<file path="src/srr_pkg.sv">
// shared types, constants and the modulo step of the selective-repeat receiver
package srr_pkg;

  localparam int SEQ_W    = 32;
  localparam int TAG_W    = 16;
  localparam int KIND_W   = 2;
  localparam int WSIZE_W  = 5;

  // remainder unit retires this many dividend bits per cycle
  localparam int MOD_BITS_PER_CYCLE = 2;
  localparam int MOD_CYCLES         = SEQ_W / MOD_BITS_PER_CYCLE;
  localparam int MOD_COUNT_W        = $clog2(MOD_CYCLES);

  localparam logic [KIND_W-1:0] KIND_DELIVER   = 2'd0;
  localparam logic [KIND_W-1:0] KIND_ACK       = 2'd1;
  localparam logic [KIND_W-1:0] KIND_FINAL_ACK = 2'd2;

  localparam logic [WSIZE_W-1:0] WSIZE_RESET = 5'd16;

  typedef logic [SEQ_W-1:0]   seq_t;
  typedef logic [TAG_W-1:0]   tag_t;
  typedef logic [KIND_W-1:0]  kind_t;
  typedef logic [WSIZE_W-1:0] wsize_t;

  // one restoring remainder step: bring in one dividend bit, subtract if it fits
  function automatic wsize_t mod_step(input wsize_t rem, input logic din, input wsize_t w);
    logic [WSIZE_W:0] t;
    t = {rem, din};
    if (t >= {1'b0, w}) begin
      t = t - {1'b0, w};
    end
    return t[WSIZE_W-1:0];
  endfunction

endpackage

</file>
<file path="src/srr_packet_if.sv">
// packet channel into the receiver
interface srr_packet_if;
  logic                valid;
  logic                ready;
  srr_pkg::seq_t       sequence_number;
  logic                is_last_packet;
  logic                checksum_ok;
  srr_pkg::tag_t       payload_tag;

  modport source (output valid, sequence_number, is_last_packet, checksum_ok, payload_tag,
                  input ready);
  modport sink   (input valid, sequence_number, is_last_packet, checksum_ok, payload_tag,
                  output ready);
endinterface

</file>
<file path="src/srr_result_if.sv">
// result channel out of the receiver
interface srr_result_if;
  logic                valid;
  logic                ready;
  srr_pkg::kind_t      result_kind;
  srr_pkg::seq_t       result_sequence;
  srr_pkg::tag_t       result_payload;
  logic                last_of_run;

  modport source (output valid, result_kind, result_sequence, result_payload, last_of_run,
                  input ready);
  modport sink   (input valid, result_kind, result_sequence, result_payload, last_of_run,
                  output ready);
endinterface

</file>
<file path="src/selective_repeat_receiver_core.sv">
// selective-repeat receive window: slot store, remainder unit, drain sequencer
//
//   channel   dir  handshake        word
//   packets   in   valid / ready    sequence_number, is_last_packet, checksum_ok, payload_tag
//   results   out  valid / ready    result_kind, result_sequence, result_payload, last_of_run
//   cfg       in   cfg_we           cfg_wdata = window_size
//
// steps: accept, window check, the shared remainder unit, slot write, ack;
// an in-order packet adds a read / deliver pair per word and one closing read
// before the ack; an old packet goes from the window check straight to the ack,
// one beyond the window back to idle, and a bad-checksum or post-final one is ignored at accept.
// reset (rst, synchronous) clears the arrival flags and control at once;
// a stalled result holds the sequencer in its deliver or ack step, but a packet
// can still be taken while the last word waits in the output register
module selective_repeat_receiver_core #(
  parameter int WINDOW_DEPTH = 16
) (
  input  logic                  clk,
  input  logic                  rst,
  srr_packet_if.sink            packets,
  srr_result_if.source          results,
  input  logic                  cfg_we,
  input  srr_pkg::wsize_t       cfg_wdata
);

  // window size register can name at most 31 slots, so no more are reachable
  localparam int WMAX  = (WINDOW_DEPTH < 31) ? WINDOW_DEPTH : 31;
  localparam int SLOTS = WMAX;
  localparam int IW    = (SLOTS > 1) ? $clog2(SLOTS) : 1;
  localparam logic [srr_pkg::WSIZE_W-1:0] WMAX_V = srr_pkg::WSIZE_W'(WMAX);

  localparam logic [2:0] S_IDLE    = 3'd0;
  localparam logic [2:0] S_CHECK   = 3'd1;
  localparam logic [2:0] S_MOD     = 3'd2;
  localparam logic [2:0] S_WRITE   = 3'd3;
  localparam logic [2:0] S_READ    = 3'd4;
  localparam logic [2:0] S_DELIVER = 3'd5;
  localparam logic [2:0] S_ACK     = 3'd6;

  logic [2:0]               state;
  srr_pkg::wsize_t          window_size;
  srr_pkg::seq_t            next_expected;
  logic [SLOTS-1:0]         arrived;
  logic                     final_known;
  srr_pkg::seq_t            final_sequence;
  logic                     finished;

  // working copy of the packet
  srr_pkg::seq_t            seq_r;
  srr_pkg::tag_t            tag_r;
  srr_pkg::seq_t            shift_r;
  srr_pkg::wsize_t          rem;
  logic [srr_pkg::MOD_COUNT_W-1:0] step_count;
  srr_pkg::wsize_t          slot;

  // slot payload store
  srr_pkg::tag_t            slot_payload [SLOTS];
  srr_pkg::tag_t            rd_data;

  // output register
  logic                     out_valid;
  srr_pkg::kind_t           out_kind;
  srr_pkg::seq_t            out_seq;
  srr_pkg::tag_t            out_payload;
  logic                     out_last;

  srr_pkg::wsize_t          w;
  srr_pkg::seq_t            diff;
  srr_pkg::seq_t            ack_num;
  srr_pkg::wsize_t          rem_next;
  srr_pkg::wsize_t          slot_inc;
  logic                     out_free;
  logic                     out_load;
  logic                     accept;

  // clamp window size to 1..built depth
  always_comb begin
    if (window_size == '0) begin
      w = srr_pkg::WSIZE_W'(1);
    end else if (window_size > WMAX_V) begin
      w = WMAX_V;
    end else begin
      w = window_size;
    end
  end

  assign diff     = seq_r - next_expected;
  assign ack_num  = next_expected - srr_pkg::SEQ_W'(1);
  assign rem_next = srr_pkg::mod_step(srr_pkg::mod_step(rem, shift_r[srr_pkg::SEQ_W-1], w),
                                      shift_r[srr_pkg::SEQ_W-2], w);
  // walk to the next slot, wrapping at the window size
  assign slot_inc = (slot + srr_pkg::WSIZE_W'(1) == w) ? '0 : slot + srr_pkg::WSIZE_W'(1);
  assign out_free = !out_valid || results.ready;
  // a new word goes into the output register this cycle
  assign out_load = out_free && ((state == S_DELIVER) || (state == S_ACK));
  assign accept   = packets.valid && packets.ready;

  assign packets.ready           = (state == S_IDLE);
  assign results.valid           = out_valid;
  assign results.result_kind     = out_kind;
  assign results.result_sequence = out_seq;
  assign results.result_payload  = out_payload;
  assign results.last_of_run     = out_last;

  // payload store: one write port, one registered read port at the current slot
  always_ff @(posedge clk) begin
    if (state == S_WRITE) begin
      slot_payload[slot[IW-1:0]] <= tag_r;
    end
    rd_data <= slot_payload[slot[IW-1:0]];
  end

  always_ff @(posedge clk) begin
    if (rst) begin
      state          <= S_IDLE;
      window_size    <= srr_pkg::WSIZE_RESET;
      next_expected  <= '0;
      arrived        <= '0;
      final_known    <= 1'b0;
      final_sequence <= '0;
      finished       <= 1'b0;
      out_valid      <= 1'b0;
    end else begin
      if (cfg_we) begin
        window_size <= cfg_wdata;
      end
      if (out_valid && results.ready && !out_load) begin
        out_valid <= 1'b0;
      end

      case (state)
        S_IDLE: begin
          if (accept && !finished) begin
            // last flag is recorded even when the checksum failed
            if (packets.is_last_packet) begin
              final_known    <= 1'b1;
              final_sequence <= packets.sequence_number;
            end
            seq_r <= packets.sequence_number;
            tag_r <= packets.payload_tag;
            if (packets.checksum_ok) begin
              state <= S_CHECK;
            end
          end
        end

        S_CHECK: begin
          rem        <= '0;
          shift_r    <= seq_r;
          step_count <= '0;
          if (seq_r < next_expected) begin
            state <= S_ACK;         // old packet, ack only
          end else if (diff >= srr_pkg::SEQ_W'(w)) begin
            state <= S_IDLE;        // beyond the window
          end else begin
            state <= S_MOD;
          end
        end

        S_MOD: begin
          rem        <= rem_next;
          shift_r    <= shift_r << srr_pkg::MOD_BITS_PER_CYCLE;
          step_count <= step_count + srr_pkg::MOD_COUNT_W'(1);
          if (step_count == srr_pkg::MOD_COUNT_W'(srr_pkg::MOD_CYCLES - 1)) begin
            slot  <= rem_next;
            state <= S_WRITE;
          end
        end

        S_WRITE: begin
          arrived[slot[IW-1:0]] <= 1'b1;
          // in-order packet sits at slot next_expected mod w, which is this slot
          state <= (seq_r == next_expected) ? S_READ : S_ACK;
        end

        S_READ: begin
          state <= arrived[slot[IW-1:0]] ? S_DELIVER : S_ACK;
        end

        S_DELIVER: begin
          if (out_free) begin
            out_valid             <= 1'b1;
            out_kind              <= srr_pkg::KIND_DELIVER;
            out_seq               <= next_expected;
            out_payload           <= rd_data;
            out_last              <= 1'b0;
            arrived[slot[IW-1:0]] <= 1'b0;
            next_expected         <= next_expected + srr_pkg::SEQ_W'(1);
            slot                  <= slot_inc;
            state                 <= S_READ;
          end
        end

        S_ACK: begin
          if (out_free) begin
            out_valid   <= 1'b1;
            out_seq     <= ack_num;
            out_payload <= '0;
            out_last    <= 1'b1;
            if (final_known && ack_num == final_sequence) begin
              out_kind <= srr_pkg::KIND_FINAL_ACK;
              finished <= 1'b1;
            end else begin
              out_kind <= srr_pkg::KIND_ACK;
            end
            state <= S_IDLE;
          end
        end

        default: begin
          state <= S_IDLE;
        end
      endcase
    end
  end

endmodule

</file>
<file path="src/flat_wrapper.sv">
// flat-port wrapper written by rule: the top's interface ports become plain ports
module selective_repeat_receiver_core_flat 
#(
  parameter int WINDOW_DEPTH = 16
)
  (clk, rst, cfg_we, cfg_wdata, packets_valid, packets_sequence_number, packets_is_last_packet, packets_checksum_ok, packets_payload_tag, packets_ready, results_valid, results_result_kind, results_result_sequence, results_result_payload, results_last_of_run, results_ready);
  srr_packet_if packets_i ();
  srr_result_if results_i ();
  input  logic clk;
  input  logic rst;
  input  logic cfg_we;
  input  srr_pkg::wsize_t cfg_wdata;
  input wire logic [$bits(packets_i.valid)-1:0] packets_valid;
  input wire logic [$bits(packets_i.sequence_number)-1:0] packets_sequence_number;
  input wire logic [$bits(packets_i.is_last_packet)-1:0] packets_is_last_packet;
  input wire logic [$bits(packets_i.checksum_ok)-1:0] packets_checksum_ok;
  input wire logic [$bits(packets_i.payload_tag)-1:0] packets_payload_tag;
  output wire logic [$bits(packets_i.ready)-1:0] packets_ready;
  output wire logic [$bits(results_i.valid)-1:0] results_valid;
  output wire logic [$bits(results_i.result_kind)-1:0] results_result_kind;
  output wire logic [$bits(results_i.result_sequence)-1:0] results_result_sequence;
  output wire logic [$bits(results_i.result_payload)-1:0] results_result_payload;
  output wire logic [$bits(results_i.last_of_run)-1:0] results_last_of_run;
  input wire logic [$bits(results_i.ready)-1:0] results_ready;
  assign packets_i.valid = packets_valid;
  assign packets_i.sequence_number = packets_sequence_number;
  assign packets_i.is_last_packet = packets_is_last_packet;
  assign packets_i.checksum_ok = packets_checksum_ok;
  assign packets_i.payload_tag = packets_payload_tag;
  assign packets_ready = packets_i.ready;
  assign results_valid = results_i.valid;
  assign results_result_kind = results_i.result_kind;
  assign results_result_sequence = results_i.result_sequence;
  assign results_result_payload = results_i.result_payload;
  assign results_last_of_run = results_i.last_of_run;
  assign results_i.ready = results_ready;
  selective_repeat_receiver_core #(.WINDOW_DEPTH(WINDOW_DEPTH)) u_core (.clk(clk), .rst(rst), .packets(packets_i), .results(results_i), .cfg_we(cfg_we), .cfg_wdata(cfg_wdata));
endmodule
</file>
<file path="config.mk">
export PLATFORM = sky130hd
export DESIGN_NAME = selective_repeat_receiver_core_flat
export DESIGN_NICKNAME = d
export VERILOG_FILES = /design/src/srr_pkg.sv /design/src/srr_packet_if.sv /design/src/srr_result_if.sv /design/src/selective_repeat_receiver_core.sv /design/src/flat_wrapper.sv
export SDC_FILE = /design/constraint.sdc
export NUM_CORES = 1
export LEC_CHECK = 0
export ABC_AREA = 1
export BUFFER_PORTS_ARGS = -buffer_cell sky130_fd_sc_hd__buf_2
export CORE_MARGIN = 1
export CORE_UTILIZATION = 56
export CTS_BUF_LIST = sky130_fd_sc_hd__clkbuf_16
export CTS_CLUSTER_DIAMETER = 50
export CTS_CLUSTER_SIZE = 28
export DETAILED_ROUTE_END_ITERATION = 10
export PLACE_DENSITY = 0.77
export SLEW_MARGIN = 20
export SYNTH_ARGS = -nofsm -noshare
export SYNTH_HDL_FRONTEND = slang
export SYNTH_SLANG_ARGS = --single-unit
export TNS_END_PERCENT = 1
</file>
<file path="constraint.sdc">
create_clock -name clk -period 4.9 [get_ports clk]
set_input_delay 0.245 -clock clk [delete_from_list [all_inputs] [get_ports clk]]
set_output_delay 0.245 -clock clk [all_outputs]
set_load 0.05 [all_outputs]
</file>
**Word level (Yosys, flattened, before mapping)**

Memories as Yosys holds them, arrays and structs flattened. A register that Yosys moved wholly into a read port is not among the register bits.
Cells that the tools add are included.

- Register bits: 236
- RAM bits: 256
- Bits of input ports: 60
- Output and inout port bits: 53
- Logic and storage cells: 125
- Memories: 1

Memory list:

| name | words | width | rd ports | clocked after memory_dff | write ports | line | RTL |
|---|---|---|---|---|---|---|---|
| u_core.slot_payload | 16 | 16 | 1 | 1 | 1 | selective_repeat_receiver_core.sv:57 | `srr_pkg::tag_t slot_payload [SLOTS];` |

- Add/sub/neg operators: 7
- $lt $le $gt $ge: 7
- Equal/unequal tests: 15
- Multiplexer cells: 45
- Bitwise gates (word level): 4
- Reduce and logical (&&, ||, !) cells: 28

Operators by type and width:

| operator | number |
|---|---|
| 32-bit one-hot mux with 2 select lines | 2 |
| 32-bit equality test | 2 |
| 32-bit two-way mux | 2 |
| 16-bit one-hot mux with 2 select lines | 2 |
| 16-bit two-way mux | 3 |
| 5-bit two-way mux | 7 |
| 32-bit by 1-bit adder with 32-bit output, second input constant | 1 |
| 32-bit by 5-bit >= comparator with 1-bit output | 1 |
| 32-bit < comparator | 1 |
| 32-bit by 1-bit subtractor with 32-bit output, second input constant | 1 |
| 32-bit subtractor | 1 |
| 3-bit one-hot mux with 7 select lines | 1 |
| 5-bit one-hot mux with 2 select lines | 2 |
| 3-bit two-way mux | 6 |
| 16-bit bitwise AND | 1 |
| 16-bit NOT | 1 |
| 16-bit bitwise OR | 1 |
| 6-bit by 5-bit >= comparator with 1-bit output | 2 |
| 2-bit two-way mux | 6 |
| 5-bit subtractor | 2 |
| 3-bit equality test, second input constant | 3 |
| 1-bit two-way mux | 9 |
| 3-bit AND reduction | 3 |
| 4-bit one-hot mux with 2 select lines | 1 |
| other kinds (26) | 45 |

**Depth between registers and ports, before layout**

Gate-level depths: netlist of run 1.

- Depth in word-level cells: 9
- Mapped depth: 24
- Mapped depth without buffers: 23

**Worst setup path after synthesis of run 1**

Ideal clock, no wire load.

- Path kind: flip-flop to flip-flop
- Start point: register u_core.state[2]
- End point: register u_core.out_last, in the netlist u_core.results.last_of_run (enable)
- Library setup time: 523 ps
- Data arrival time: 4742 ps
- Slack: -365 ps
- Cell stages (with the launch flop): 7
- Period minus slack after synthesis: 5265 ps
- Cells stage by stage: dfxtp_1 > inv_1 > nor3_1 > clkinv_1 > nand2_1 > inv_1 > nor3_1

- Longest elaborated chain between the ends: 3
- Elaborated cells between the ends (all ways): 6
- Those cells by class: 4 x eq/ne; 2 x reduce/logical

RTL lines:

| what | line | RTL |
|---|---|---|
| start: declaration | selective_repeat_receiver_core.sv:40 | `logic [2:0] state;` |
| start signal: assignment | selective_repeat_receiver_core.sv:173 | `state <= (seq_r == next_expected) ? S_READ : S_ACK;` |
| start signal: assignment | selective_repeat_receiver_core.sv:177 | `state <= arrived[slot[IW-1:0]] ? S_DELIVER : S_ACK;` |
| 3-bit equality test | selective_repeat_receiver_core.sv:131 | `case (state)` |
| 2-bit by 1-bit inequality test with 1-bit output (no line) or 2-bit nonzero test (tied branches) | n/a |  |
| 4-bit AND reduction (no line) * | n/a |  |
| end signal: assignment | selective_repeat_receiver_core.sv:186 | `out_last <= 1'b0;` |
| end signal: assignment | selective_repeat_receiver_core.sv:199 | `out_last <= 1'b1;` |
| end: declaration | selective_repeat_receiver_core.sv:65 | `logic out_last;` |

Every way passes the cells marked *; elsewhere a longest branch is shown, timed or not.
A chain may end at the register's enable or synchronous reset.

**Worst setup path after layout of run 1**

- Start point: register u_core.window_size[2]
- End point: register u_core.slot[2], data pin

- Longest elaborated chain between the ends: 9
- Elaborated cells between the ends (all ways): 15
- Those cells by class: 2 x add/sub; 3 x order compare; 1 x eq/ne; 8 x mux; 1 x reduce/logical

RTL lines:

| what | line | RTL |
|---|---|---|
| start: declaration | selective_repeat_receiver_core.sv:41 | `srr_pkg::wsize_t window_size;` |
| start signal: assignment | selective_repeat_receiver_core.sv:116 | `window_size <= srr_pkg::WSIZE_RESET;` |
| start signal: assignment | selective_repeat_receiver_core.sv:125 | `window_size <= cfg_wdata;` |
| 5-bit > comparator | selective_repeat_receiver_core.sv:80 | `end else if (window_size > WMAX_V) begin` |
| 5-bit two-way mux | selective_repeat_receiver_core.sv:80 |  |
| 5-bit two-way mux * | selective_repeat_receiver_core.sv:78 | `if (window_size == '0) begin` |
| 5-bit subtractor or 6-bit by 5-bit >= comparator with 1-bit output (tied branches) | srr_pkg.sv:30, srr_pkg.sv:29 |  |
| 5-bit two-way mux | srr_pkg.sv:29 | `if (t >= {1'b0, w}) begin` |
| 5-bit subtractor or 6-bit by 5-bit >= comparator with 1-bit output (tied branches) | srr_pkg.sv:30, srr_pkg.sv:29 |  |
| 5-bit two-way mux | srr_pkg.sv:29 |  |
| 5-bit two-way mux | selective_repeat_receiver_core.sv:164 | `if (step_count == srr_pkg::MOD_COUNT_W'(srr_pkg::MOD_CYCLES - 1)) begin` |
| 5-bit one-hot mux with 2 select lines * | selective_repeat_receiver_core.sv:131 |  |
| end signal: assignment | selective_repeat_receiver_core.sv:165 | `slot <= rem_next;` |
| end signal: assignment | selective_repeat_receiver_core.sv:189 | `slot <= slot_inc;` |
| end: declaration | selective_repeat_receiver_core.sv:54 | `srr_pkg::wsize_t slot;` |

Every way passes the cells marked *; elsewhere a longest branch is shown, timed or not. The select of a mux whose other input is x is not followed.

==> metrics.md, run 1 <==
| Metric | Value |
|---|---|
| Switching power | `2260 uW` |
| Top FF cell, synth | `edfxtp_1` |
| Post-Synth XOR/XNOR Area | `0.0220` |
| #FFs+latches synth | `508` |
| R2R Setup Slk | `0.69 ns` |
| Placed instance area | `25400 sq um` |
| Clock Latency Late Sink | `0.61 ns` |
| Synth Area in Compound Gates | `0.0954` |
| RR Endpoint | `u_core.slot[2]` |
| CTS sink cnt | `508` |
| First drt pass iteration count | `6` |
| Synth Instances | `2633` |
| Leak pwr | `0.0109 uW` |
| EDFF count, synth | `401` |
| DP HPWL | `45300 um` |
| Register area share after synthesis | `0.587` |
| First-pass GRT wire length | `102000 um` |
| Post-synthesis mux area share | `0.000414` |
| Logic pwr share | `0.076` |
| Layout cells sized above 1 | `0.0964` |
| Transition time of the tightest slew-check pin | `1.04 ns` |
| Register share of total power | `0.538` |
| Fmax | `238 MHz` |
| Final Setup Violations | `0` |
| Mean post-synth cell area | `9.18 sq um` |
| Pwr/cell area | `327 nW/um^2` |
| IO Count | `113` |
| R2R depth | `21` |
| Unrepaired setup endpoints after global routing | `false` |
| Adder-Cell Fraction of Synth Area | `0.0305` |
| Worst r2r src | `u_core.window_size[2]` |
| Crit path max fanout | `9` |
| Switching power share of the total | `0.252` |
| Die width | `210 um` |
| IO Port Bufs | `112` |
| CTS buffer count | `40` |
| Most frequent cells in the layout | `nand2_1 (592), edfxtp_1 (401), nor2_1 (351)` |
| First DRT Iteration DRCs | `2166` |
| Clock network fraction of design power | `0.387` |
| Vias in the first global route | `18500` |
| Design area | `27400 sq um` |
| CP Launch Type | `flip-flop` |
| Dpl ws | `0.701 ns` |
| DRC | `0` |
| Setup_tns | `0 ns` |
| Tot GR Track Use | `0.302` |
| Asr flop ratio synth | `0` |
| Worst setup path endpoint | `u_core.slot[2]` |
| Final slew viol count | `0` |
| Final worst-path cycle share | `0.858` |
| Crit. Startpoint | `u_core.window_size[2]` |
| Rel. slew slack | `0.305` |
| Layout area overhead | `13.3%` |
| Netlist Area Pre-Place | `24200 sq um` |
| Status | `finished clean` |
| Max Root-Sink Buffers | `3` |
| Core ar. | `42200 sq um` |
| Initial antenna violation count | `1` |
| Fin worst setup slack | `0.694 ns` |
| Root buffer cell | `clkbuf_16` |
| Post-CTS Hold Fix Bufs | `56` |
| Crit path cell chain | `nor2_1 -> nand2_1 -> o21ai_0 -> ha_1 -> inv_1 -> fa_1 -> nand3_1 -> nand2_1 -> nand2_1 -> nand2_1 -> inv_1 -> or2_2 -> o21ai_0 -> inv_1 -> ha_1 -> a21oi_1 -> nand3_1 -> a21oi_1 -> nand3_1 -> o21ai_0 -> o21ai_0` |
| Post-CTS resize count | `0` |
| Number of distinct library cells after synthesis | `45` |
| Post-route antenna net violation count | `0` |
| Min cycle time layout | `4.21 ns` |
| Post-synthesis simple-gate area fraction | `0.202` |
| Ant. Diodes | `0` |
| Leading cell type in the layout, fill and taps excluded | `nand2_1` |
| Yosys warning total | `0` |
| CTS tree | `yes` |
| Die height | `210 um` |
| Starting Density | `0.572` |
| Crit path DAT | `4.52 ns` |
| Slowest stage delay, CP | `0.49 ns` |
| DR WL/cell | `19.7 um` |
| Critical path class | `flip-flop to flip-flop` |
| Peak supply drop | `0.355 mV` |
| GR Overflow Total | `0` |
| Fillers | `3367` |
| Max Cap Violations | `0` |
| Num rows | `75` |
| Fin. Hold Viols | `0` |
| Final net count | `2895` |
| Number of H-tree levels | `2` |
| Hold WC Path Type | `input pin to flip-flop` |
| Worst Path Required | `5.22 ns` |
| Largest net degree at the start of global routing | `115` |
| Die ar. | `44000 sq um` |
| Main combinational cell family by area after synthesis | `simple AND/OR/NAND/NOR gates` |
| Routed WL | `66000 um` |
| DR vias/cell | `5.72` |
| Syn nets | `2750` |
| Via Count | `19200` |
| GP Congestion | `1.05` |
| Setup Skew | `0.0451 ns` |
| # Post-CTS Setup Buffers | `0` |
| Clk slew on worst S/H paths | `0.06 ns` |
| Slowest CP cell | `o21ai_0` |
| Worst Setup End Kind | `flip-flop` |
| Total power | `8950 uW` |
| P_int | `6690 uW` |
-- cell usage after synthesis (2+ instances only) --
| library cell | count | area share |
|---|---|---|
| a211oi_1 | 4 | 0.0012 |
| a21oi_1 | 99 | 0.021 |
| a31oi_1 | 11 | 0.0028 |
| and2_1 | 3 | 0.00078 |
| and3_1 | 2 | 0.00052 |
| buf_2 | 6 | 0.0012 |
| clkbuf_1 | 92 | 0.014 |
| clkinv_1 | 4 | 0.00062 |
| dfxtp_1 | 107 | 0.089 |
| edfxtp_1 | 401 | 0.50 |
| fa_1 | 3 | 0.0025 |
| ha_1 | 54 | 0.028 |
| inv_1 | 293 | 0.046 |
| inv_2 | 4 | 0.00062 |
| nand2_1 | 592 | 0.092 |
| nand2_2 | 2 | 0.00052 |
| nand3_1 | 97 | 0.020 |
| nand3b_1 | 4 | 0.0012 |
| nand4_1 | 40 | 0.010 |
| nand4_2 | 2 | 0.0010 |
| nor2_1 | 359 | 0.056 |
| nor2_2 | 7 | 0.0018 |
| nor2_4 | 4 | 0.0019 |
| nor3_1 | 41 | 0.0085 |
| nor3_2 | 6 | 0.0025 |
| nor4_1 | 11 | 0.0028 |
| o21ai_0 | 242 | 0.050 |
| o21ai_1 | 2 | 0.00041 |
| o21bai_1 | 3 | 0.00093 |
| o22ai_1 | 67 | 0.017 |
| xnor2_1 | 5 | 0.0018 |
| xor2_1 | 53 | 0.019 |
-- through the flow --
stage | instances | util | hold WS [ns]
final | 3349 | 0.648 | 0.0337
after global routing | 3349 | 0.648 | 0.0426
after CTS | 3349 | 0.648 | 0.00202
after detailed placement | 3219 | 0.601 | 0.424
after global placement | 3219 | 0.601 | 0.425
after floorplan | 2633 | - | 0.344
-- power by group through the flow --
stage	clock network (uW)	logic [uW]	registers, uW
global placement	0	623	4900
floorplan	0	449	4880
CTS	3490	673	4810
global route	3640	763	4820
finish	3460	678	4810
detailed placement	0	635	4910
-- worst max-delay path, delay by kind of cell (launching register included) --
kind            cells  cell delay (ns)
buf+inv             3             0.28
compound gates      6             1.37
simple gates        9             1.05
fa+ha+maj           3             0.94
flops               1             0.33
-- flip-flops by register name, summed over array words and instances (netlist names), 3 cells and up, named ones only --
register / cells
u_core.rem: 5
u_core.slot: 5
u_core.tag_r: 16
u_core.step_count: 4
u_core.next_expected: 32
u_core.results.result_payload: 16
u_core.slot_payload: 256
u_core.state: 3
u_core.rd_data: 16
u_core.window_size: 5
u_core.seq_r: 32
u_core.shift_r: 32
u_core.final_sequence: 32
u_core.results.result_sequence: 32
-- metal layers --
metal | up-vias | share of wire | global-route usage
li1 | 9141 | - | -
met1 | 9071 | 0.41 | 0.400
met2 | 823 | 0.49 | 0.514
met3 | 122 | 0.079 | 0.0452
met4 | 2 | 0.027 | 0.0936
met5 | - | 0.00012 | 0
-- cell families after synthesis --
kind of cell,Yosys count
buffers and inverters,400
xor gates and xnor gates,59
AOI/OAI and AO/OA,434
adders and majority gates,57
and+or+nand+nor,1174
DFF,508
muxes,1
-- cell type report --
cell class	count	area (sq um)	area share
clock inverter	33	418	0.0153
timing repair buffer	202	1380	0.0504
tap	539	674	0.0246
sequential	508	14200	0.518
clock buffer	41	1030	0.0375
multi-input combinational	1725	8570	0.313
inverter	301	1130	0.0413
-- how the worst min path moves through the flow --
| stage | start | end | slack, ns | cells after the start |
|---|---|---|---|---|
| 6_report | cfg_we | u_core.window_size[0] | 0.03 | 3 |
| 4_1_cts | cfg_we | u_core.window_size[0] | 0.002 | 3 |
| 3_5_place_dp | packets_payload_tag[12] | u_core.tag_r[12] | 0.42 | 1 |
| 3_3_place_gp | packets_payload_tag[10] | u_core.tag_r[10] | 0.42 | 1 |
| 5_1_grt | cfg_we | u_core.window_size[1] | 0.04 | 3 |
| 2_1_floorplan | packets_sequence_number[0] | u_core.seq_r[0] | 0.34 | 0 |
Power figures use the tool's default switching activity.
==> run 2, diff against run 1 <==
Settings changed: ABC_AREA 1 to 0.
==> run 2 against run 1 <==
Cell area fell by 3.6%. First-iteration DRC count fell by 43%. Count of clock-buffer cells in the layout rose by 2. Combinational power fell by 28%. Via count fell by 20%. Clock skew fell by 0.0084 ns. Setup slack got worse by 0.31 ns. Synthesized cell count fell by 32%. Final cell count fell by 25%. Sequential share of layout area rose by 2.0 points. Area after synthesis fell by 4.2%. Power barely moved.
==> metrics.md, run 2 <==
| Metric | Value |
|---|---|
| Vias in the first global route | `15300` |
| Leak pwr | `0.00921 uW` |
| Post-CTS Hold Fix Bufs | `54` |
| Pwr/cell area | `339 nW/um^2` |
| Worst Path Required | `5.22 ns` |
| Ant. Diodes | `0` |
| Max reg flops | `256` |
| Netlist Area Pre-Place | `23200 sq um` |
| Post-route antenna net violation count | `0` |
| Root buffer cell | `clkbuf_16` |
| Hold Path Cell Cnt | `3` |
| Most frequent cells in the layout | `edfxtp_1 (401), nand2_1 (232), nor2_1 (116)` |
| Dpl ws | `0.435 ns` |
| Peak supply drop | `0.345 mV` |
| Die width | `205 um` |
| Fin worst setup slack | `0.382 ns` |
| Core ar. | `40800 sq um` |
| Mean post-synth cell area | `12.9 sq um` |
| Slowest stage delay, CP | `0.50 ns` |
| Top Family by Delay on Critical Path | `compound AO/OA/AOI/OAI gates` |
| R2R depth | `19` |
| IO Port Bufs | `112` |
| Metal3 WL | `3800 um` |
| RR Endpoint | `u_core.slot[1]` |
| CP Launch Type | `flip-flop` |
| Worst Setup End Kind | `flip-flop` |
| DR WL/cell | `23.4 um` |
| DP HPWL | `37900 um` |
| Status | `finished clean` |
| Transition time of the tightest slew-check pin | `1.13 ns` |
| Final net count | `2063` |
| Count leader, synth | `edfxtp_1` |
| Total power | `8960 uW` |
| Synth Instances | `1796` |
| Slowest CP cell | `fa_1` |
| EDFF count, synth | `401` |
| Rel. slew slack | `0.244` |
| Crit path cell chain | `nor3_1 -> nor2_1 -> nor2_1 -> ha_1 -> inv_1 -> fa_1 -> a21o_1 -> a21oi_1 -> nor2_1 -> nor2_1 -> o21ai_0 -> fa_1 -> a21o_1 -> a21oi_1 -> nand2_1 -> a211oi_1 -> buf_4 -> mux2i_1 -> o22ai_1` |
| Via Count | `15400` |
| Number of H-tree levels | `2` |
| Unrepaired setup endpoints after global routing | `false` |
| GR Overflow Total | `0` |
| Tot GR Track Use | `0.281` |
| Hold Path Origin | `cfg_we` |
| IO Count | `113` |
| Clk slew on worst S/H paths | `0.08 ns` |
| Crit path max fanout | `8` |
| Critical path class | `flip-flop to flip-flop` |
| Hold WC Path Type | `input pin to flip-flop` |
| Worst r2r src | `u_core.window_size[1]` |
| # Post-CTS Setup Buffers | `0` |
| Die ar. | `42200 sq um` |
| GP Congestion | `0.980` |
| CTS tree | `yes` |
| Clock Latency Late Sink | `0.61 ns` |
| Met1 WL | `22000 um` |
| Yosys warning total | `0` |
| Fin. Hold Viols | `0` |
| Die height | `205 um` |
| Buf/Inv on CP | `2` |
| Crit. Startpoint | `u_core.window_size[1]` |
| Final worst-path cycle share | `0.922` |
| Min cycle time layout | `4.52 ns` |
| CP most frequent cell | `nor2_1` |
| Asr flop ratio synth | `0` |
| Syn nets | `1913` |
| First DRT Iteration DRCs | `1239` |
| Layout area overhead | `14.0%` |
| Max Root-Sink Buffers | `3` |
| Largest net degree at the start of global routing | `57` |
| Fillers | `2968` |
| Fmax | `221 MHz` |
| #FFs+latches synth | `508` |
| Num rows | `74` |
| Routed WL | `58700 um` |
| R2R Setup Slk | `0.38 ns` |
| Initial antenna violation count | `1` |
| Top sig layer | `met4` |
| Setup Skew | `0.0367 ns` |
| Non-Filler Instances | `2513` |
| Number of distinct library cells after synthesis | `78` |
| Area contributors post-synth | `edfxtp_1 (52%), dfxtp_1 (9.3%), mux4_2 (8.3%), xnor2_1 (3.8%), nand2_1 (3.8%)` |
| Yosys top cell area share | `0.520` |
| Crit path DAT | `4.84 ns` |
| Register area share after synthesis | `0.613` |
| First-pass GRT wire length | `87900 um` |
| Post-CTS resize count | `0` |
| CTS buffer count | `43` |
| Top post-synthesis cells by count | `edfxtp_1 (401), nand2_1 (232), nor2_1 (117), dfxtp_1 (107), a21oi_1 (106)` |
| Routed met2 length | `30600 um` |
| Worst Hold End | `u_core.window_size[0]` |
| Final slew viol count | `0` |
| Placed cell count | `2379` |
| Synth area leader | `edfxtp_1` |
| Top FF cell, synth | `edfxtp_1` |
| DR vias/cell | `6.13` |
| Starting Density | `0.567` |
| Layout cells sized above 1 | `0.173` |
| Leading cell type in the layout, fill and taps excluded | `edfxtp_1` |
| Setup_tns | `0 ns` |
| DRC | `0` |
| Final Setup Violations | `0` |
| First drt pass iteration count | `5` |
| Max Cap Violations | `0` |
| CTS sink cnt | `508` |
[run 2: worst reg2reg max path: cells and delay by family (launching register included)]
kind            cells  cell delay, ns
compound gates      7            1.46
fa+ha+maj           3            1.06
simple gates        6            0.89
flops               1            0.34
mux                 1            0.26
buf+inv             2            0.25
[run 2: worst max-delay path by stage]
stage                endpoint  slack [ns]  cells after the start
6_report       u_core.slot[1]        0.38                     19
5_1_grt        u_core.slot[0]        0.11                     19
4_1_cts        u_core.slot[1]        0.39                     19
3_5_place_dp   u_core.slot[1]        0.44                     19
3_3_place_gp   u_core.slot[1]        0.56                     19
2_1_floorplan  u_core.slot[0]        0.42                     18
[run 2: layout make-up]
class	instances	area, sq um	area share
clock buffers	43	1080	0.0408
clock inverters	37	470	0.0178
inverters	72	270	0.0102
multi-input cells	1122	8370	0.317
flip-flops and latches	508	14200	0.538
well taps	532	666	0.0252
repair buffers	199	1350	0.0512
[run 2: stage by stage]
| step | utilization | hold WS (ns) | cell area [sq um] |
|---|---|---|---|
| 2_1_floorplan | - | 0.344 | 23200 |
| 3_3_place_gp | 0.595 | 0.421 | 24300 |
| 3_5_place_dp | 0.595 | 0.423 | 24300 |
| 4_1_cts | 0.646 | 0.0185 | 26400 |
| 5_1_grt | 0.646 | 0.0479 | 26400 |
| 6_report | 0.646 | 0.0431 | 26400 |
[run 2: layer usage]
metal,global-route usage,up-vias
met5,0,-
li1,-,6952
met4,0.120,0
met1,0.340,7634
met2,0.500,659
met3,0.0432,165
[run 2: report_power, final]
group	total, uW	internal [uW]	switching [uW]
combinational	491	197	295
clock	3700	1870	1830
sequential	4760	4700	63.4
total	8960	6760	2190
[run 2: cell families after synthesis]
| family | count (synthesis) | synth area share |
|---|---|---|
| simple gates | 576 | 0.121 |
| mux | 98 | 0.0885 |
| fa+ha+maj | 57 | 0.0318 |
| xor+xnor | 126 | 0.0477 |
| compound gates | 265 | 0.0702 |
| buf+inv | 166 | 0.0287 |
| flops | 508 | 0.613 |
